### src/hdl/apqs_pkg.sv
package apqs_pkg;

    typedef enum logic [1:0] {
        OP_INSERT = 2'd0,
        OP_POP    = 2'd1,
        OP_LOOKUP = 2'd2,
        OP_CLEAR  = 2'd3
    } t_op;

    typedef enum logic [1:0] {
        ST_OK    = 2'd0,
        ST_EMPTY = 2'd1,
        ST_DUP   = 2'd2,
        ST_FULL  = 2'd3
    } t_status;

    // configuration register indexes
    localparam logic CFG_SET_MODE   = 1'b0;
    localparam logic CFG_DUP_SILENT = 1'b1;

    typedef enum logic [2:0] {
        IDX_HOLD,
        IDX_ZERO,
        IDX_INC,
        IDX_DEC,
        IDX_LAST
    } t_idx_op;

    typedef enum logic [1:0] {
        WR_NONE,
        WR_UP,
        WR_DOWN,
        WR_VAL
    } t_wr_op;

    typedef enum logic [1:0] {
        POS_HOLD,
        POS_ZERO,
        POS_ABOVE
    } t_pos_op;

    typedef enum logic [1:0] {
        CNT_HOLD,
        CNT_INC,
        CNT_DEC,
        CNT_CLEAR
    } t_cnt_op;

    typedef struct packed {
        logic    load_in;
        t_idx_op idx_op;
        t_wr_op  wr_op;
        t_pos_op pos_op;
        t_cnt_op cnt_op;
        logic    set_status;
        t_status status;
        logic    set_found;
        logic    cap_popped;
        logic    load_out;
    } t_cmd;

    typedef struct packed {
        t_op  op;
        logic cnt_zero;
        logic full;
        logic idx_last;
        logic idx_zero;
        logic match;
        logic mag_gt;
        logic set_mode;
        logic dup_silent;
        logic out_free;
    } t_stat;

endpackage

### src/hdl/apqs_ram.sv
module apqs_ram #(
    parameter int WIDTH = 16,
    parameter int DEPTH = 16
) (
    input  logic                     i_clk,
    input  logic                     i_we,
    input  logic [$clog2(DEPTH)-1:0] i_waddr,
    input  logic [WIDTH-1:0]         i_wdata,
    input  logic [$clog2(DEPTH)-1:0] i_raddr,
    output logic [WIDTH-1:0]         o_rdata
);

    logic [WIDTH-1:0] r_mem [DEPTH];
    logic [WIDTH-1:0] r_rdata;

    always_ff @(posedge i_clk) begin
        if (i_we) begin
            r_mem[i_waddr] <= i_wdata;
        end
        r_rdata <= r_mem[i_raddr];
    end

    assign o_rdata = r_rdata;

endmodule

### src/hdl/apqs_ctrl.sv
module apqs_ctrl
    import apqs_pkg::*;
(
    input  logic  i_clk,
    input  logic  i_rst_n,
    input  logic  i_in_valid,
    input  t_stat i_stat,
    output t_cmd  o_cmd,
    output logic  o_in_stall
);

    typedef enum logic [3:0] {
        S_IDLE,
        S_DISPATCH,
        S_SCAN,
        S_INS_CHK,
        S_PUT,
        S_POP_HEAD,
        S_SHIFT,
        S_FINISH
    } t_state;

    t_state r_state;
    t_state n_state;
    logic   r_in_stall;
    t_cmd   cmd;

    always_ff @(posedge i_clk) begin
        if (!i_rst_n) begin
            r_state    <= S_IDLE;
            r_in_stall <= 1'b0;
        end else begin
            r_state    <= n_state;
            r_in_stall <= (n_state != S_IDLE);
        end
    end

    always_comb begin
        n_state        = r_state;
        cmd            = '0;
        cmd.idx_op     = IDX_HOLD;
        cmd.wr_op      = WR_NONE;
        cmd.pos_op     = POS_HOLD;
        cmd.cnt_op     = CNT_HOLD;
        cmd.status     = ST_OK;
        case (r_state)
            S_IDLE: begin
                if (i_in_valid) begin
                    cmd.load_in = 1'b1;
                    cmd.idx_op  = IDX_ZERO;
                    n_state     = S_DISPATCH;
                end
            end
            S_DISPATCH: begin
                case (i_stat.op)
                    OP_CLEAR: begin
                        cmd.cnt_op = CNT_CLEAR;
                        n_state    = S_FINISH;
                    end
                    OP_POP: begin
                        if (i_stat.cnt_zero) begin
                            cmd.set_status = 1'b1;
                            cmd.status     = ST_EMPTY;
                            n_state        = S_FINISH;
                        end else begin
                            n_state = S_POP_HEAD;
                        end
                    end
                    OP_LOOKUP: begin
                        n_state = i_stat.cnt_zero ? S_FINISH : S_SCAN;
                    end
                    default: begin
                        if (i_stat.set_mode && !i_stat.cnt_zero) begin
                            n_state = S_SCAN;
                        end else if (i_stat.full) begin
                            cmd.set_status = 1'b1;
                            cmd.status     = ST_FULL;
                            n_state        = S_FINISH;
                        end else if (i_stat.cnt_zero) begin
                            cmd.pos_op = POS_ZERO;
                            n_state    = S_PUT;
                        end else begin
                            cmd.idx_op = IDX_LAST;
                            n_state    = S_INS_CHK;
                        end
                    end
                endcase
            end
            S_SCAN: begin
                if (i_stat.match) begin
                    if (i_stat.op == OP_LOOKUP) begin
                        cmd.set_found = 1'b1;
                    end else begin
                        cmd.set_status = 1'b1;
                        cmd.status     = i_stat.dup_silent ? ST_OK : ST_DUP;
                    end
                    n_state = S_FINISH;
                end else if (i_stat.idx_last) begin
                    if (i_stat.op == OP_LOOKUP) begin
                        n_state = S_FINISH;
                    end else if (i_stat.full) begin
                        cmd.set_status = 1'b1;
                        cmd.status     = ST_FULL;
                        n_state        = S_FINISH;
                    end else begin
                        cmd.idx_op = IDX_LAST;
                        n_state    = S_INS_CHK;
                    end
                end else begin
                    cmd.idx_op = IDX_INC;
                end
            end
            S_INS_CHK: begin
                // walk down from the tail, moving larger magnitudes up one slot
                if (i_stat.mag_gt) begin
                    cmd.wr_op = WR_UP;
                    if (i_stat.idx_zero) begin
                        cmd.pos_op = POS_ZERO;
                        n_state    = S_PUT;
                    end else begin
                        cmd.idx_op = IDX_DEC;
                    end
                end else begin
                    cmd.pos_op = POS_ABOVE;
                    n_state    = S_PUT;
                end
            end
            S_PUT: begin
                cmd.wr_op  = WR_VAL;
                cmd.cnt_op = CNT_INC;
                n_state    = S_FINISH;
            end
            S_POP_HEAD: begin
                cmd.cap_popped = 1'b1;
                if (i_stat.idx_last) begin
                    cmd.cnt_op = CNT_DEC;
                    n_state    = S_FINISH;
                end else begin
                    cmd.idx_op = IDX_INC;
                    n_state    = S_SHIFT;
                end
            end
            S_SHIFT: begin
                cmd.wr_op = WR_DOWN;
                if (i_stat.idx_last) begin
                    cmd.cnt_op = CNT_DEC;
                    n_state    = S_FINISH;
                end else begin
                    cmd.idx_op = IDX_INC;
                end
            end
            S_FINISH: begin
                // hold until the output register can take the result
                if (i_stat.out_free) begin
                    cmd.load_out = 1'b1;
                    n_state      = S_IDLE;
                end
            end
            default: begin
                n_state = S_IDLE;
            end
        endcase
    end

    assign o_cmd      = cmd;
    assign o_in_stall = r_in_stall;

endmodule

### src/hdl/apqs_dp.sv
module apqs_dp
    import apqs_pkg::*;
#(
    parameter int DEPTH       = 16,
    parameter int VALUE_WIDTH = 16
) (
    input  logic                           i_clk,
    input  logic                           i_rst_n,
    input  t_cmd                           i_cmd,
    output t_stat                          o_stat,
    input  logic [1:0]                     i_operation,
    input  logic [VALUE_WIDTH-1:0]         i_value,
    input  logic                           i_cfg_valid,
    input  logic                           i_cfg_index,
    input  logic                           i_cfg_data,
    input  logic                           i_out_stall,
    output logic                           o_out_valid,
    output logic [1:0]                     o_status,
    output logic [VALUE_WIDTH-1:0]         o_popped_value,
    output logic                           o_found,
    output logic [$clog2(DEPTH+1)-1:0]     o_occupancy
);

    localparam int IW = $clog2(DEPTH);
    localparam int CW = $clog2(DEPTH + 1);

    logic                   r_set_mode;
    logic                   r_dup_silent;
    logic [CW-1:0]          r_count;
    logic [CW-1:0]          n_count;
    logic [IW-1:0]          r_idx;
    logic [IW-1:0]          n_idx;
    logic [IW-1:0]          r_pos;
    t_op                    r_op;
    logic [VALUE_WIDTH-1:0] r_val;
    t_status                r_status;
    logic                   r_found;
    logic [VALUE_WIDTH-1:0] r_popped;

    logic                   r_out_valid;
    t_status                r_out_status;
    logic [VALUE_WIDTH-1:0] r_out_popped;
    logic                   r_out_found;
    logic [CW-1:0]          r_out_count;

    logic                   we;
    logic [IW-1:0]          waddr;
    logic [VALUE_WIDTH-1:0] wdata;
    logic [VALUE_WIDTH-1:0] rdata;
    logic                   out_free;

    function automatic logic [VALUE_WIDTH-1:0] f_mag(input logic [VALUE_WIDTH-1:0] v);
        f_mag = v[VALUE_WIDTH-1] ? (~v + 1'b1) : v;
    endfunction

    // read address follows the next index, so rdata always shows entry r_idx
    always_comb begin
        case (i_cmd.idx_op)
            IDX_ZERO: n_idx = '0;
            IDX_INC:  n_idx = r_idx + 1'b1;
            IDX_DEC:  n_idx = r_idx - 1'b1;
            IDX_LAST: n_idx = IW'(r_count - 1'b1);
            default:  n_idx = r_idx;
        endcase
    end

    always_comb begin
        case (i_cmd.cnt_op)
            CNT_INC:   n_count = r_count + 1'b1;
            CNT_DEC:   n_count = r_count - 1'b1;
            CNT_CLEAR: n_count = '0;
            default:   n_count = r_count;
        endcase
    end

    always_comb begin
        we    = 1'b1;
        wdata = rdata;
        case (i_cmd.wr_op)
            WR_UP:   waddr = r_idx + 1'b1;
            WR_DOWN: waddr = r_idx - 1'b1;
            WR_VAL: begin
                waddr = r_pos;
                wdata = r_val;
            end
            default: begin
                we    = 1'b0;
                waddr = r_idx;
            end
        endcase
    end

    apqs_ram #(
        .WIDTH(VALUE_WIDTH),
        .DEPTH(DEPTH)
    ) u_ram (
        .i_clk  (i_clk),
        .i_we   (we),
        .i_waddr(waddr),
        .i_wdata(wdata),
        .i_raddr(n_idx),
        .o_rdata(rdata)
    );

    always_ff @(posedge i_clk) begin
        if (!i_rst_n) begin
            r_set_mode   <= 1'b0;
            r_dup_silent <= 1'b0;
            r_count      <= '0;
            r_out_valid  <= 1'b0;
        end else begin
            if (i_cfg_valid) begin
                case (i_cfg_index)
                    CFG_SET_MODE:   r_set_mode   <= i_cfg_data;
                    CFG_DUP_SILENT: r_dup_silent <= i_cfg_data;
                    default: begin
                    end
                endcase
            end
            r_count <= n_count;
            if (i_cmd.load_out) begin
                r_out_valid <= 1'b1;
            end else if (!i_out_stall) begin
                r_out_valid <= 1'b0;
            end
        end
    end

    always_ff @(posedge i_clk) begin
        r_idx <= n_idx;
        case (i_cmd.pos_op)
            POS_ZERO:  r_pos <= '0;
            POS_ABOVE: r_pos <= r_idx + 1'b1;
            default: begin
            end
        endcase
        if (i_cmd.load_in) begin
            r_op     <= t_op'(i_operation);
            r_val    <= i_value;
            r_status <= ST_OK;
            r_found  <= 1'b0;
            r_popped <= '0;
        end
        if (i_cmd.set_status) begin
            r_status <= i_cmd.status;
        end
        if (i_cmd.set_found) begin
            r_found <= 1'b1;
        end
        if (i_cmd.cap_popped) begin
            r_popped <= rdata;
        end
        if (i_cmd.load_out) begin
            r_out_status <= r_status;
            r_out_popped <= r_popped;
            r_out_found  <= r_found;
            r_out_count  <= r_count;
        end
    end

    assign out_free = !r_out_valid || !i_out_stall;

    assign o_stat.op         = r_op;
    assign o_stat.cnt_zero   = (r_count == '0);
    assign o_stat.full       = (r_count == CW'(DEPTH));
    assign o_stat.idx_last   = ((CW'(r_idx) + 1'b1) == r_count);
    assign o_stat.idx_zero   = (r_idx == '0);
    assign o_stat.match      = (rdata == r_val);
    assign o_stat.mag_gt     = (f_mag(rdata) > f_mag(r_val));
    assign o_stat.set_mode   = r_set_mode;
    assign o_stat.dup_silent = r_dup_silent;
    assign o_stat.out_free   = out_free;

    assign o_out_valid    = r_out_valid;
    assign o_status       = r_out_status;
    assign o_popped_value = r_out_popped;
    assign o_found        = r_out_found;
    assign o_occupancy    = r_out_count;

endmodule

### src/hdl/abs_priority_queue_set.sv
// Channel   Direction  Handshake                 Payload
// input     in         i_in_valid / o_in_stall   i_operation, i_value
// result    out        o_out_valid / i_out_stall o_status, o_popped_value, o_found,
//                                                o_occupancy
// config    in         i_cfg_valid / o_cfg_ready i_cfg_index, i_cfg_data
//
// One request at a time; entries live in a single-port-write RAM walked one slot a cycle.
// In set mode an insert first scans the stored entries for a duplicate; an insert then makes
// a shift pass from the tail down to the slot, and a pop shifts the entries behind the head down.
// Reset empties the store by clearing the count only; no RAM sweep.
// A result waits in the output register under i_out_stall while the next request is taken.
module abs_priority_queue_set
    import apqs_pkg::*;
#(
    parameter int DEPTH       = 16,
    parameter int VALUE_WIDTH = 16
) (
    input  logic                            i_clk,
    input  logic                            i_rst_n,
    input  logic                            i_in_valid,
    output logic                            o_in_stall,
    input  logic [1:0]                      i_operation,
    input  logic signed [VALUE_WIDTH-1:0]   i_value,
    output logic                            o_out_valid,
    input  logic                            i_out_stall,
    output logic [1:0]                      o_status,
    output logic signed [VALUE_WIDTH-1:0]   o_popped_value,
    output logic                            o_found,
    output logic [$clog2(DEPTH+1)-1:0]      o_occupancy,
    input  logic                            i_cfg_valid,
    output logic                            o_cfg_ready,
    input  logic                            i_cfg_index,
    input  logic                            i_cfg_data
);

    t_cmd                   cmd;
    t_stat                  stat;
    logic [VALUE_WIDTH-1:0] popped;

    apqs_ctrl u_ctrl (
        .i_clk     (i_clk),
        .i_rst_n   (i_rst_n),
        .i_in_valid(i_in_valid),
        .i_stat    (stat),
        .o_cmd     (cmd),
        .o_in_stall(o_in_stall)
    );

    apqs_dp #(
        .DEPTH      (DEPTH),
        .VALUE_WIDTH(VALUE_WIDTH)
    ) u_dp (
        .i_clk         (i_clk),
        .i_rst_n       (i_rst_n),
        .i_cmd         (cmd),
        .o_stat        (stat),
        .i_operation   (i_operation),
        .i_value       (i_value),
        .i_cfg_valid   (i_cfg_valid),
        .i_cfg_index   (i_cfg_index),
        .i_cfg_data    (i_cfg_data),
        .i_out_stall   (i_out_stall),
        .o_out_valid   (o_out_valid),
        .o_status      (o_status),
        .o_popped_value(popped),
        .o_found       (o_found),
        .o_occupancy   (o_occupancy)
    );

    assign o_popped_value = popped;
    assign o_cfg_ready    = 1'b1;

endmodule

### config.mk
export PLATFORM = sky130hd
export DESIGN_NAME = abs_priority_queue_set
export DESIGN_NICKNAME = d
export VERILOG_FILES = /design/src/hdl/apqs_pkg.sv /design/src/hdl/apqs_ram.sv /design/src/hdl/apqs_ctrl.sv /design/src/hdl/apqs_dp.sv /design/src/hdl/abs_priority_queue_set.sv
export SDC_FILE = /design/constraint.sdc
export NUM_CORES = 1
export LEC_CHECK = 0
export BUFFER_PORTS_ARGS = -buffer_cell sky130_fd_sc_hd__buf_2
export CORE_ASPECT_RATIO = 1.4
export CORE_MARGIN = 2
export CORE_UTILIZATION = 60
export DETAILED_ROUTE_END_ITERATION = 16
export GPL_ROUTABILITY_DRIVEN = 0
export PLACE_DENSITY_LB_ADDON = 0.15
export SLEW_MARGIN = 30
export SYNTH_ARGS = -nofsm -noshare
export SYNTH_HDL_FRONTEND = slang
export SYNTH_SLANG_ARGS = --single-unit
### constraint.sdc
create_clock -name i_clk -period 8.7 [get_ports i_clk]
set_input_delay 0.435 -clock i_clk [delete_from_list [all_inputs] [get_ports i_clk]]
set_output_delay 0.435 -clock i_clk [all_outputs]
set_load 0.05 [all_outputs]
=== Yosys cells after proc, flatten, opt, wreduce, memory -nomap -nowiden ===
Memory sizes are Yosys's and may differ from the RTL's. A register that Yosys moved wholly into a read port is not among the register bits.
Index checks and enable logic that the tools add are counted.

* Memory bits (writable): 256
* Input bits: 25
* Flip-flop bits (word level): 82
* Output and inout port bits: 27
* Memories kept: 1

{| class="wikitable"
|+ Memories
! memory !! words !! bits a word !! rd ports !! clocked after Yosys merged registers in !! write ports !! line !! RTL
|-
| u_dp.u_ram.r_mem || 16 || 16 || 1 || 1 || 1 || apqs_ram.sv:13 || <nowiki>logic [WIDTH-1:0] r_mem [DEPTH];</nowiki>
|}

* Multiplexer cells: 74
* Eq/ne operators: 26
* $lt $le $gt $ge: 1
* Add/subtract/negate cells: 7
* Bitwise gates (word level): 3
* Reduce and logical (&&, ||, !) cells: 19

{| class="wikitable"
|+ Operators with widths
! kind !! number
|-
| $mux W16 || 5
|-
| $mux W3 || 19
|-
| $mux W4 || 10
|-
| $add A16 B1 Y16 const B || 2
|-
| $not A16 Y16 || 2
|-
| $pmux W4 S8 || 1
|-
| $mux W2 || 12
|-
| $pmux W4 S3 || 2
|-
| $eq A16 B16 Y1 || 1
|-
| $eq A4 B3 Y1 const B || 4
|-
| $gt A16 B16 Y1 || 1
|-
| $pmux W4 S4 || 1
|-
| $mux W1 || 15
|-
| $pmux W3 S5 || 1
|-
| $pmux W5 S3 || 1
|-
| $eq A2 B2 Y1 const B || 7
|-
| $pmux W2 S3 || 2
|-
| $pmux W3 S2 || 2
|-
| $eq A2 B1 Y1 const B || 4
|-
| $eq A4 B2 Y1 const B || 2
|-
| $logic_not A4 Y1 || 2
|-
| $pmux W4 S2 || 1
|-
| $eq A3 B2 Y1 const B || 2
|-
| $reduce_bool A2 Y1 || 3
|-
| other kinds (23) || 28
|}

=== Logic depth before layout (Yosys ltp) ===
Gate-level depths: netlist (run 1).

* Depth after elaboration: 11
* Depth in mapped cells: 22
* Gate-level depth less buffers: 19

=== Cells and area by module ===
Synthesis (run 1) repeated with hierarchy kept, for this count alone.

* Cell total of the unflattened synthesis: 964
* Area total of the unflattened synthesis: 15314.7 um^2

{| class="wikitable"
|+ Modules (own cells, without submodules)
! module !! instances !! cells an instance !! area each (um^2) !! sequential area each (um^2)
|-
| apqs_ram || 1 || 432 || 10043.4 || 8007.7
|-
| apqs_dp || 1 || 435 || 4595.7 || 2182.1
|-
| apqs_ctrl || 1 || 95 || 664.4 || 100.1
|-
| abs_priority_queue_set || 1 || 2 || 11.3 || 0.0
|}

=== Worst setup path after synthesis (run 1) ===
OpenSTA, ideal clock, no wires.

* Kind: register -> register
* Start: reg u_dp.r_val[3]
* End: mem u_dp.u_ram.r_mem[15][0] (enable)
* Setup slack: 3.154 ns
* Data required time: 8.291 ns
* Cell stages (with the launch flop): 16
* Period minus slack after synthesis: 5.546 ns
* Setup time: 0.409 ns
* Data arrival time: 5.137 ns
* Cells stage by stage: edfxtp_1 or3_1 nor3_1 nand3_1 o41ai_1 xor2_1 ha_1 nand4_1 or4_1 a31oi_1 nand2b_1 clkbuf_1 nor3b_1 a211oi_1 or2_2 nor3_1

* Longest elaborated chain between the ends: 11
* Elaborated cells between the ends (all ways): 14
* Those cells by class: add/sub: 1; order compare: 1; eq/ne: 3; mux: 7; bitwise: 1; reduce/logical: 1

{| class="wikitable"
|+ RTL lines
! what !! line !! RTL
|-
| from (decl) || apqs_dp.sv:35 || <nowiki>logic [VALUE_WIDTH-1:0] r_val;</nowiki>
|-
| from (signal assigned) || apqs_dp.sv:139 || <nowiki>r_val <= i_value;</nowiki>
|-
| $not A16 Y16 || apqs_dp.sv:53 || <nowiki>f_mag = v[VALUE_WIDTH-1] ? (~v + 1'b1) : v;</nowiki>
|-
| $add A16 B1 Y16 || apqs_dp.sv:53 ||
|-
| $mux W16 * || apqs_dp.sv:53 ||
|-
| $gt A16 B16 Y1 * || apqs_dp.sv:169 || <nowiki>assign o_stat.mag_gt = (f_mag(rdata) > f_mag(r_val));</nowiki>
|-
| $mux W5 * || apqs_ctrl.sv:115 || <nowiki>if (i_stat.mag_gt) begin</nowiki>
|-
| $pmux W2 S3 * || apqs_ctrl.sv:46 || <nowiki>case (r_state)</nowiki>
|-
| $eq A2 B1 Y1 or $eq A2 B2 Y1 (tied branches) || apqs_dp.sv:79 || <nowiki>case (i_cmd.wr_op)</nowiki>
|-
| $reduce_or A3 Y1 (no source line) || n/a ||
|-
| $mux W1 || apqs_dp.sv:79 ||
|-
| $mux W1 || apqs_ram.sv:17 || <nowiki>if (i_we) begin</nowiki>
|-
| $mux W1 (implied by the code) || apqs_ram.sv:18 || <nowiki>r_mem[i_waddr] <= i_wdata;</nowiki>
|-
| to (decl) || apqs_ram.sv:13 ||
|}

Every way passes the cells marked *; elsewhere a longest branch is shown, timed or not.

=== Worst setup path in the final report (run 1) ===
* Start: reg u_dp.r_val[3]
* End: reg u_dp.u_ram.r_rdata[10], in the netlist u_dp.u_ram.o_rdata[10] (read register of u_dp.u_ram.r_mem)

* Longest elaborated chain between the ends: 8
* Elaborated cells between the ends (all ways): 13
* Those cells by class: add/sub: 1; order compare: 1; eq/ne: 5; mux: 5; bitwise: 1

{| class="wikitable"
|+ RTL lines
! what !! line !! RTL
|-
| $not A16 Y16 || apqs_dp.sv:53 ||
|-
| $add A16 B1 Y16 || apqs_dp.sv:53 ||
|-
| $mux W16 || apqs_dp.sv:53 ||
|-
| $gt A16 B16 Y1 || apqs_dp.sv:169 ||
|-
| $mux W5 || apqs_ctrl.sv:115 ||
|-
| $pmux W3 S5 * || apqs_ctrl.sv:46 ||
|-
| $eq A3 B3 Y1 (tied with other cells) || apqs_dp.sv:58 || <nowiki>case (i_cmd.idx_op)</nowiki>
|-
| $pmux W4 S4 * || apqs_dp.sv:58 ||
|-
| to (decl) || apqs_ram.sv:14 || <nowiki>logic [WIDTH-1:0] r_rdata;</nowiki>
|}

Marked as above.
A chain may end at the register's enable or synchronous reset.

==> run summary, run 1 <==
The endpoint identified for the worst register-to-register timing path is u_dp.u_ram.o_rdata[10]. The tools report the count of synthesis-stage warnings from yosys as 0. In this run the post-CTS setup repair buffer count came out at 0. After floorplanning, the core was sized to cover 25600 sq um.

The per-instance average area after synthesis is 12.2 sq um. For this run, the leading register cell type out of synthesis is sky130_fd_sc_hd__edfxtp_1. The main combinational cell family by area after synthesis is simple AND/OR/NAND/NOR gates.

In this run the register-to-register setup slack is 2.13 ns. The critical path starts at u_dp.r_val[3]. The clock root buffer is sky130_fd_sc_hd__clkbuf_16.

The worst setup path is captured at a register. The antenna diode count was 0; the DRC violation count after routing was 0. The number of stages on the worst setup path is 17, and the number of gates resized after CTS is 0. The minimum period implied by the final worst setup slack was 6.57 ns; the post-synthesis share of cell area spent on full adders, half adders and majority gates was 1.84%.

Measured along the x axis, the die boundary spans 140 um. The type of the worst min-delay path was in2reg. The areal power density over the cells is 254 nW/um^2, and the flip-flop and latch count after synthesis is 354. The fraction of layout instances using a drive strength above 1 came out at 12.0%. The H-tree generated during clock tree synthesis spans 2 levels. Yosys mapped a number of flops with a built-in enable equal to 320. The synthesized netlist devotes 14.8% of its cell area to simple gates.

The logs give 9.07 ns for the data required time at the worst endpoint and 854 for the violation count after the first detailed-routing iteration. The count of buffers added on input and output ports is 50. After detailed routing, the number of vias per cell comes to 6.14. Traced cell by cell, the critical path runs through or3_1 > nor3_1 > nand3_1 > o31ai_1 > xor2_1 > ha_1 > a21o_1 > a21o_1 > a2111oi_0 > a31oi_1 > a221oi_2 > a21boi_1 > a2bb2oi_4 > buf_4 > nand3_1 > a32oi_1 > o221ai_1. The cell depth of the worst flop-to-flop path was 17.

The area growth from synthesis to layout is 11.1%, and the actual slew at the worst max-slew pin is 1.02 ns. The tools report the number of cells produced by synthesis as 1280. The share of synthesized flip-flops with an asynchronous set or reset came out at 0%.

Summing the sequential cell areas from Yosys gives 65.8% of the chip area. The maximum fanout along the worst path was 75. In the final design database the tool counted 1366 nets.

The post-route setup TNS is 0 ns, and the effective utilization at floorplan is 61.2%. For this block, the via count after detailed routing is 10200. Max-cap violations in this run came to 0. The worst-case IR drop observed on VDD is 0.227 mV.

For this design, the sink count on the clock tree is 354. Measured against its own limit, the worst slew margin works out to 32.2%. The critical register-to-register path startpoint is u_dp.r_val[3]. The mapped netlist covers 15600 sq um.

Setup violations remaining at the end of the flow were counted as 0. The first global-routing pass estimated 56500 um of wire. Initial antenna violation count: 0.

The die extent in y works out to 195 um. The run gives 6.56 nW as the static leakage. TritonCTS built the clock tree. Entering global routing, the biggest net connects 126 pins. The detail route stage leaves a number of antenna-violating nets equal to 0. The overall power was 4.41 mW; the max-slew violation count was 0. Master of the slowest instance on the critical path: sky130_fd_sc_hd__buf_4. The clock passes through at most 3 buffers. Setup repair after global routing left no endpoint under its margin.

For this run, the slowest stage of the critical path takes 0.76 ns. Final hold analysis gives a worst-case slack of 0.0716 ns. In the finished design, the share of the clock period the worst path needs comes to 75.5%. After detailed routing, the total wire length is 36900 um. The tools report the global-route usage over all layers as 27.1%. The remaining global-route overflow is 0, and the mux cell area share after synthesis is 3.47%. The via count of the first global-routing pass is 10000, and the number of buffers created by CTS is 35. The post-synthesis xor/xnor area fraction came out at 3.10%. The routed wirelength normalized by instance count works out to 22.2 um.

The synthesized netlist devotes 8.01% of its cell area to compound gates. In this run the count of I/O pins placed on the die edge is 52. After legalization and detailed placement, the total HPWL measured 22500 um. Static timing analysis puts the maximum clock frequency at 152 MHz.

The worst setup path is launched from a register. Counting distinct cell types in the post-synthesis netlist gives 73. Counting tap cells, the placed design contains a total of 1600 instances.

The number of detailed-route iterations in the first pass is 7, and the full die area is 27400 sq um. Clock-pin slew was measured on the worst setup and hold paths at 0.07 ns. Data arrives at the worst endpoint at 6.95 ns. The critical path ends at u_dp.u_ram.o_rdata[10]. The count of final hold-check violations was 0.

The tools report the count of fill cells added during filler insertion as 1830. The critical path class was reg2reg. Cell type group with the largest total delay on the critical path: compound AO/OA/AOI/OAI gates. After clock tree synthesis, the flow added hold-fix buffers numbering 0. The total buffers and inverters traversed by the critical path is 1, and the synthesized net count is 1328.

After the flow finishes, the layout carries non-filler instances totaling 1664. The logs give 69 for the number of core rows and 0.55 ns for the clock latency at the later pin of the worst-skew pair. The run finished with clean final reports. Clock skew on the completed layout was measured at 0.0301 ns.
## per-stage QoR
stage | cell area [sq um] | setup WS, ns | utilization, %
final | 17400 | 2.13 | 68.0
after global placement | 16200 | 2.36 | 63.3
after CTS | 17400 | 2.24 | 68.0
after floorplan | 15600 | 3.15 | -
after global routing | 17400 | 1.77 | 68.0
after detailed placement | 16200 | 2.28 | 63.4
## synthesized netlist by cell type (17+ instances only)
cell | instances | area [sq um]
sky130_fd_sc_hd__nand3_1 | 68 | 340
sky130_fd_sc_hd__clkbuf_1 | 34 | 128
sky130_fd_sc_hd__ha_1 | 23 | 288
sky130_fd_sc_hd__edfxtp_1 | 320 | 9610
sky130_fd_sc_hd__mux2i_1 | 52 | 521
sky130_fd_sc_hd__nand2_1 | 303 | 1140
sky130_fd_sc_hd__dfxtp_1 | 34 | 681
sky130_fd_sc_hd__nor2_1 | 38 | 143
sky130_fd_sc_hd__xnor2_1 | 35 | 307
sky130_fd_sc_hd__a21oi_1 | 31 | 155
sky130_fd_sc_hd__and3_1 | 21 | 131
sky130_fd_sc_hd__o21ai_0 | 56 | 280
sky130_fd_sc_hd__o221ai_1 | 17 | 149
sky130_fd_sc_hd__buf_2 | 27 | 135
## state kept, by name, summed over array words and instances (netlist names), 5 cells and up
name	flops
u_dp.o_popped_value	16
u_dp.u_ram.r_mem	256
u_dp.r_count	5
u_dp.r_popped	16
u_dp.o_occupancy	5
u_dp.r_val	16
u_dp.u_ram.o_rdata	16
## cells by family (layout without fill, tap and decap cells)
kind of cell             Yosys count  in the layout
multiplexers                      54             54
AND/OR/NAND/NOR                  518            518
flip-flops                       354            354
adder cells (fa/ha/maj)           23             23
other                              2              2
buffers and inverters             95            160
XOR/XNOR                          52             52
AO/OA/AOI/OAI                    182            182
## final cells by class
cell class | instances | area (sq um) | area share (%)
clock buffer | 49 | 968 | 5.57
clock inverter | 15 | 216 | 1.24
inverter | 18 | 70.1 | 0.403
multi-input combinational | 831 | 4970 | 28.6
sequential | 354 | 10300 | 59.2
tap | 319 | 399 | 2.30
timing repair buffer | 78 | 473 | 2.72
## placed cells by master (no fill, tap or decap), types with 23 or more instances in the layout
cell type	count
sky130_fd_sc_hd__nor2_1	29
sky130_fd_sc_hd__o21ai_0	56
sky130_fd_sc_hd__nand2_1	303
sky130_fd_sc_hd__xnor2_1	35
sky130_fd_sc_hd__edfxtp_1	320
sky130_fd_sc_hd__buf_2	50
sky130_fd_sc_hd__a21oi_1	31
sky130_fd_sc_hd__nand3_1	68
sky130_fd_sc_hd__mux2i_1	52
sky130_fd_sc_hd__dfxtp_1	34
sky130_fd_sc_hd__ha_1	23
sky130_fd_sc_hd__buf_4	27
sky130_fd_sc_hd__clkbuf_16	35
## worst min-delay path by stage
| stage | startpoint | end | slack [ns] | cells after the start |
|---|---|---|---|---|
| 2_1_floorplan | u_dp.r_popped[0] | u_dp.o_popped_value[0] | 0.40 | 0 |
| 3_3_place_gp | u_dp.r_popped[0] | u_dp.o_popped_value[0] | 0.40 | 0 |
| 3_5_place_dp | u_dp.r_popped[0] | u_dp.o_popped_value[0] | 0.41 | 0 |
| 4_1_cts | i_value[13] | u_dp.r_val[13] | 0.06 | 1 |
| 5_1_grt | i_value[13] | u_dp.r_val[13] | 0.06 | 1 |
| 6_report | i_value[13] | u_dp.r_val[13] | 0.07 | 1 |
## where the power goes
part / switching, mW / internal, mW
clock: 0.638 / 0.908
combinational: 0.493 / 0.256
sequential: 0.0993 / 2.02
total: 1.23 / 3.18
## layer usage
metal	GRT usage, %	wire, um	up-vias
met5	0	0	-
met4	11.1	1580	0
met3	4.00	2310	106
met2	47.2	18700	433
met1	34.0	14300	4928
li1	-	-	4757
Note: power is estimated with default switching activity, not from simulation.
==> run 2, diff against run 1 <==
ABC_AREA = 1   (was unset)
clock period = 6.3 ns   (was 8.7 ns; I/O delays follow)
==> run summary, run 2 <==
CTS saw 354 sinks. After the last flow step, the layout net total stands at 1786. The tools report the maximum buffer depth of the clock tree as 3. The cell depth of the worst flop-to-flop path was 25. The tools report the detailed-route wire length as 42100 um.

Once routing completed, OpenROAD measured the worst setup slack at 1.03 ns. The floorplan step set the die height to 202 um. The via count of the first global-routing pass was 12100.

The layer flagged by global routing as most heavily used is met2. For this run, design rule violations remaining after detail routing come to 0. The run gives 0.0146 ns as the clock skew after layout. The logs give 44.3% for the share of power burned in registers and 0 for the count of final hold-check violations. The kind of end point of the critical path was a register.

After routing the design area is 18900 sq um. The logs give 61.4% for the post-synthesis sequential area ratio and 0 for the number of violations of the max-capacitance limit. The number of core rows came out at 72. For met1 alone, demand over resource in global routing was 35.6%. Timing-limited maximum frequency: 190 MHz. TritonCTS built the clock tree. The run gives 32.3% as the clock share of power.

The flip-flop and latch count after synthesis is 354, and the post-route setup TNS is 0 ns. The worst register-to-register path has a setup slack of 1.03 ns. In the synthesized netlist, the cells that appear most often are sky130_fd_sc_hd__edfxtp_1 (320), sky130_fd_sc_hd__nand2_1 (305), sky130_fd_sc_hd__nand3_1 (285). In this run the cell area measured after placement is 17500 sq um. For this design the static power due to leakage is 7.74 nW. The number of synthesized flops with an enable pin works out to 320.

In the synthesized netlist the async set-or-reset flop fraction comes to 0%. The tools report the overall power as 6.86 mW. The logs give 35.0% for the worst slew slack as a fraction of its limit and 1665 for the number of cells produced by synthesis.

For met2 alone, demand over resource in global routing was 50.1%. The tools report the count of synthesis-stage warnings from yosys as 0. The tools report the kind of launch point of the worst setup path as a register.

In this run the cell area of the synthesized design comes to 16800 sq um. Final hold analysis gives a worst-case slack of 0.0559 ns. Along the worst path, the maximum fanout reaches 11. Across the VDD grid, the largest voltage drop is 0.224 mV. The critical path class was reg2reg. The max-slew violation count was 0. The worst register-to-register path ends at u_dp.u_ram.r_mem[15][9]. The count of different cell masters after synthesis was 44.

Dividing the detail-routed wire length by the instance count gives 19.7 um. Summed over all nets, the switching power comes to 2.14 mW. For this design the top-level I/O count stands at 52.

The clock tree synthesis step divided the H-tree into 2 levels. Setup repair after global routing left no endpoint under its margin. The startpoint of the worst hold path was i_cfg_index.

Ranked by flip-flop count, first place goes to u_dp.u_ram.r_mem. For the number of nets with antenna violations after routing, the log shows 0. Of the available clock period, the critical path in the final layout requires 83.6%.

The violation count after the first detailed-routing iteration is 890. After clock tree synthesis, the clock-pin slew on the worst setup and hold paths is 0.06 ns. OpenSTA, run right after detailed placement, puts the worst setup slack at 1.17 ns.

The logs give 0 for the antenna diode count and 29.0% for the global-route usage over all layers. Final setup violation count: 0. At the pin with the least slew margin, the transition time is 0.974 ns. The number of nets handed over by synthesis was 1713.

The minimum period implied by the final worst setup slack is 5.27 ns, and the HPWL after detailed placement is 25800 um. Of the post-synthesis cell area, the dominant cell type holds 57.3%. The top cell types in the final layout, fill and taps aside, are sky130_fd_sc_hd__edfxtp_1 (320), sky130_fd_sc_hd__nand2_1 (304), sky130_fd_sc_hd__nand3_1 (285).

The critical register-to-register path startpoint was u_dp.r_val[4]. The first detailed-routing pass ran for 5 iterations. sky130_fd_sc_hd__edfxtp_1 is the most common cell in the netlist. For the worst-skew pair, the clock arrives at the later sink with an insertion delay of 0.54 ns. The post-route netlist has 11.5% of its cells at a drive strength greater than 1.

The part of the total power dissipated in combinational logic came out at 23.4%. The core region area is 27600 sq um. During placement, the flow inserted port buffers numbering 50. The logs give 129 for the largest net degree at the start of global routing and 0 for the remaining global-route overflow. After synthesis, the cell types taking the most area are sky130_fd_sc_hd__edfxtp_1 (57%), sky130_fd_sc_hd__nand3_1 (8.5%), sky130_fd_sc_hd__nand2_1 (6.8%).

Net switching is 31.3% of the power. From synthesis to final layout, the design area changed by 12.6%. Of all cell types, the one taking the most synthesized area is sky130_fd_sc_hd__edfxtp_1. The number of buffers created by CTS was 35.

The flow ran to the end, and the final reports show no timing, DRC or antenna violations. For this design the ratio of total power to cell area is 363 nW/um^2. The initial antenna violation count is 0. The logs give 12300 for the count of vias placed by the detailed router and 65600 um for the global-route wire length before repair. The initial utilization of the core area, before any placement, comes to 60.8%. At the worst endpoint, the arrival time is 5.51 ns.

Cell internal power was estimated by the tool at 4.71 mW. The cell sitting at the root of the clock tree is a sky130_fd_sc_hd__clkbuf_16. After detailed routing, the number of vias per cell comes to 5.76.

After clock tree synthesis, the repair step resized 0 gates. The library cell used most frequently in the layout, excluding fill and tap cells, is sky130_fd_sc_hd__edfxtp_1. The logs give 29300 sq um for the full die area and 6.54 ns for the data required time at the worst endpoint. For met3 alone, demand over resource in global routing was 4.24%. Per-instance average area after synthesis: 10.1 sq um. The register with the most flip-flops in the layout has 256 of them. The floorplan step set the die width to 145 um. The min-delay analysis places its worst path in the category in2reg. The hold path depth was 3. The worst hold endpoint is u_dp.r_dup_silent.

Dominant synthesized flop cell: sky130_fd_sc_hd__edfxtp_1.
==> run 2: changes by cell type in the layout (fill, tap and decap cells not counted), sizes merged, moves of 15 or more <==
| cell | before | now |
|---|---|---|
| nand3b | 0 | 96 |
| xnor2 | 37 | 3 |
| and3 | 21 | 0 |
| buf | 78 | 93 |
| nand3 | 68 | 286 |
| mux2i | 52 | 0 |
| dlygate4sd3 | 0 | 18 |
| nor2 | 38 | 86 |
| o221ai | 17 | 1 |
| inv | 19 | 267 |
| xor2 | 14 | 31 |
==> run 2: worst max-delay path, cell delays in order, from the launching register on <==
cell	delay (ns)
sky130_fd_sc_hd__edfxtp_1	0.44
sky130_fd_sc_hd__nor2_1	0.11
sky130_fd_sc_hd__inv_1	0.06
sky130_fd_sc_hd__nor4_1	0.27
sky130_fd_sc_hd__inv_1	0.10
sky130_fd_sc_hd__nor3_1	0.26
sky130_fd_sc_hd__nand2_1	0.11
sky130_fd_sc_hd__nor3_1	0.21
sky130_fd_sc_hd__inv_1	0.06
sky130_fd_sc_hd__nor3_1	0.20
sky130_fd_sc_hd__nor2_1	0.08
sky130_fd_sc_hd__xor2_1	0.13
sky130_fd_sc_hd__inv_1	0.06
sky130_fd_sc_hd__ha_1	0.28
sky130_fd_sc_hd__a21oi_1	0.15
sky130_fd_sc_hd__o21ai_0	0.10
sky130_fd_sc_hd__a21oi_1	0.20
sky130_fd_sc_hd__nand2_1	0.12
sky130_fd_sc_hd__nand3_1	0.24
sky130_fd_sc_hd__o21ai_2	0.20
sky130_fd_sc_hd__o211ai_1	0.30
sky130_fd_sc_hd__o21ai_0	0.31
sky130_fd_sc_hd__nor2_1	0.20
sky130_fd_sc_hd__nand2_1	0.12
sky130_fd_sc_hd__nor2_2	0.41
sky130_fd_sc_hd__buf_12	0.21
==> run 2: power groups by stage <==
stage                     clock [mW]  combinational, mW  sequential, mW
after global routing            2.33               1.80            3.04
after global placement             0               1.54            3.08
after CTS                       2.24               1.59            3.03
after detailed placement           0               1.57            3.08
after floorplan                    0               1.10            3.01
final                           2.22               1.60            3.04
==> run 2: kinds of logic (layout without fill, tap and decap cells) <==
kind of cell / count (synthesis) / in the layout / share of synthesized area (%)
other cells: 2 / 2 / 0.0448
buf+inv: 344 / 443 / 8.56
fa+ha+maj: 23 / 23 / 1.72
xor+xnor: 34 / 34 / 1.78
compound gates: 87 / 87 / 3.11
flops: 354 / 354 / 61.4
simple gates: 821 / 821 / 23.4
==> run 2: how the worst max path moves through the flow <==
stage	startpoint	endpoint	slack, ns	cells past startpoint
after floorplan	u_dp.r_val[4]	u_dp.u_ram.r_mem[12][0]	1.52	22
after global placement	u_dp.r_val[4]	u_dp.u_ram.r_mem[5][14]	1.27	25
after detailed placement	u_dp.r_val[4]	u_dp.u_ram.r_mem[5][14]	1.17	25
after CTS	u_dp.r_val[4]	u_dp.u_ram.r_mem[15][9]	1.14	25
after global routing	u_dp.r_val[4]	u_dp.u_ram.r_mem[5][13]	0.55	25
final	u_dp.r_val[4]	u_dp.u_ram.r_mem[15][9]	1.03	25
==> run 2: layout make-up <==
type	count	area (sq um)
sequential	354	10300
fill	2114	8690
multi-input combinational	967	5110
inverter	269	1010
clock buffer	43	968
timing repair buffer	111	791
tap	370	463
clock inverter	20	244
==> run 2: per-stage QoR <==
step,instances,util (%)
after floorplan,1665,-
after CTS,2134,68.5
final,2134,68.5
after detailed placement,2053,63.4
after global placement,2053,63.4
after global routing,2134,68.5
==> run 2: layer usage <==
metal,part of all wire [%],routed length (um)
met1,38,15900
met2,50,21000
met3,7.3,3090
met4,5.2,2180
met5,0,0
==> run 2: what timing repair did <==
| item | CTS | global route |
|---|---|---|
| hold buffers | 18 | 0 |
| setup buffers | 0 | 0 |
| endpoints found under the hold margin | 18 | 0 |
| endpoints found under the setup margin | 0 | 0 |
==> run 3, diff against run 2 <==
CORE_UTILIZATION = 56   (was 60)
clock period = 4.7 ns   (was 6.3 ns; I/O delays follow)
==> run summary, run 3 (synthesis gave the netlist of run 2 again) <==
The run finished with clean final reports. The die covers 31400 sq um. The remaining global-route overflow is 0. The data arrival time of the critical path is 4.82 ns.

Finished layout cell area: 19400 sq um. Post-CTS timing repair inserted 0 buffers for setup. Timing would allow up to 227 MHz. Clock tree synthesis inserted a total of 34 buffers. The detailed-route wire length came out at 43300 um. The routed wirelength normalized by instance count is 19.9 um, and the antenna diode count is 0. The post-placement worst setup slack was 0.116 ns. The minimum period implied by the final worst setup slack was 4.40 ns; the effective utilization at floorplan was 57.1%. The number of placed instances, taps included, is 2096. In the final design database the tool counted 1821 nets.

Power spread over the standard cell area amounts to 473 nW/um^2. After clock tree synthesis, the clock-pin slew on the worst setup and hold paths is 0.06 ns. Compared with the post-synthesis result, the final layout area differs by 15.8%. The library cell used most frequently in the layout, excluding fill and tap cells, is sky130_fd_sc_hd__edfxtp_1. For the count of final hold-check violations, the log shows 0.

The count of port buffers added during placement was 50; the clock latency at the later pin of the worst-skew pair was 0.53 ns. The flip-flop count of the largest register after layout is 256. In the layout the commonest cells are sky130_fd_sc_hd__edfxtp_1 (320), sky130_fd_sc_hd__nand2_1 (302), sky130_fd_sc_hd__nand3_1 (283).

The kind of end point of the critical path was a register. The sequential cells in the finished layout cover a total of 10300 sq um. For this block, the via count after detailed routing is 12400. CTS placed an instance of sky130_fd_sc_hd__clkbuf_16 at the clock tree root. The largest net degree at the start of global routing is 81. In this run the vertical extent of the chip is 209 um.

The worst setup path is of the reg2reg kind. The multi-input combinational cells in the finished layout cover a total of 5220 sq um. The tools report the global-route wire length before repair as 67300 um.

The via count of the first global-routing pass was 12400; the maximum level of the CTS H-tree was 2. The post-route setup TNS is 0 ns. The logs give 18000 sq um for the placement-stage cell area and 7.96 nW for the static leakage. The run gives 52 as the top-level I/O count.

The worst path meets setup with 0.298 ns of slack. In this run the tightest slew margin relative to its limit is 40.4%. The run gives 0 as the number of nets with antenna violations after routing. The clock skew after layout is 0.0190 ns. The wire-length estimate of the detail-placed layout is 28800 um. After layout, the worst path uses 93.7% of the clock period. In the routed layout, each cell is associated on average with a via count of 5.70. The clock net in this run drives a total of 354 sinks. Worst stage delay on the critical path: 0.41 ns. The tools report the final setup violation count as 0. The path class of the tightest hold or removal check is in2reg. The master of the slowest instance on the critical path was sky130_fd_sc_hd__edfxtp_1. The register with the most flip-flops in the final layout is u_dp.u_ram.r_mem.

The first TritonRoute pass finished after 5 iterations. The count of fill cells added during filler insertion came out at 2323. The max-slew violation count was 0; the final cell count without fillers was 2179. TritonCTS built the clock tree. For the pin with the worst max-slew slack, the measured transition is 0.889 ns.

IR analysis of the VDD net gives a maximum drop of 0.254 mV. The design draws 9.17 mW. The kind of launch point of the worst setup path was a register. Among the stages of the critical path, the cell type that occurs most often is sky130_fd_sc_hd__nand2_1.

The width of the die is 150 um, and the core region area is 29400 sq um. The maximum buffer depth of the clock tree was 3; the initial antenna violation count was 0. The tool flagged a number of max-cap violations equal to 0.

The fraction of layout instances using a drive strength above 1 is 13.4%. The data required time at the worst endpoint was 5.12 ns. Global routing used 28.0% of the available tracks. Maximum fanout along the worst path: 33.

In this run, the number of DRC markers left after iteration 0 of detailed routing was 1019. For this run, design rule violations remaining after detail routing come to 0. After floorplanning, the core was divided into 74 placement rows.
[run 3: cell types whose count changed in the layout (fill, tap and decap cells not counted), moves of 3 or more]
| cell | before | now |
|---|---|---|
| sky130_fd_sc_hd__buf_12 | 3 | 20 |
| sky130_fd_sc_hd__buf_4 | 40 | 48 |
| sky130_fd_sc_hd__buf_6 | 0 | 8 |
| sky130_fd_sc_hd__bufinv_16 | 6 | 1 |
| sky130_fd_sc_hd__nor2_4 | 0 | 5 |
| sky130_fd_sc_hd__nor2_2 | 17 | 13 |
| sky130_fd_sc_hd__nor3_4 | 0 | 4 |
| sky130_fd_sc_hd__clkbuf_1 | 4 | 7 |
| sky130_fd_sc_hd__dlygate4sd3_1 | 18 | 21 |
| sky130_fd_sc_hd__nor3_2 | 6 | 3 |
[run 3: layer usage]
layer / GRT usage (%) / up-vias / part of all wire (%)
met5: 0 / - / 0
met4: 13.9 / 0 / 4.8
met1: 34.1 / 5901 / 38
met2: 48.1 / 548 / 50
met3: 4.32 / 144 / 6.8
li1: - / 5821 / -
[run 3: critical path, delay by kind of cell (launching register included)]
kind | cells | cell delay [ns]
fa+ha+maj | 1 | 0.30
flops | 1 | 0.41
buf+inv | 6 | 0.67
xor+xnor | 1 | 0.14
simple gates | 21 | 2.75
[run 3: area by class of cell]
class / instances / share of cell area, %
repair buffers: 147 / 6.76
inverters: 269 / 5.22
clock inverters: 14 / 0.471
clock buffers: 48 / 5.19
multi-input cells: 967 / 26.9
well taps: 380 / 2.45
flip-flops and latches: 354 / 53.0
[run 3: repair_timing]
action / in CTS / in global routing
setup endpoints to repair: 0 / 272
hold endpoints to repair: 20 / 0
hold buffers: 21 / 0
resized for setup: 0 / 37
[run 3: path summary, 6_finish.rpt]
| check | from | to | slack [ns] | cells after the start |
|---|---|---|---|---|
| worst max-delay path | u_dp.r_val[3] | u_dp.u_ram.o_rdata[2] | 0.30 | 29 |
| worst min-delay path | i_cfg_data | u_dp.r_set_mode | 0.02 | 3 |
| worst max register to register | u_dp.r_val[3] | u_dp.u_ram.o_rdata[2] | 0.30 | 29 |
| worst min register to register | u_dp.r_popped[1] | u_dp.o_popped_value[1] | 0.42 | 0 |
[run 3: report_power, final]
| group | switching [mW] | internal, mW | total, mW |
|---|---|---|---|
| Combinational | 1.66 | 0.763 | 2.42 |
| Clock | 1.13 | 1.55 | 2.68 |
| Sequential | 0.211 | 3.86 | 4.07 |
[run 3: per-stage QoR]
step | hold slack, ns | util (%)
after floorplan | 0.334 | -
after global placement | 0.400 | 61.2
after detailed placement | 0.413 | 61.2
after CTS | 0.00745 | 65.6
after global routing | 0.0398 | 66.1
final | 0.0184 | 66.1
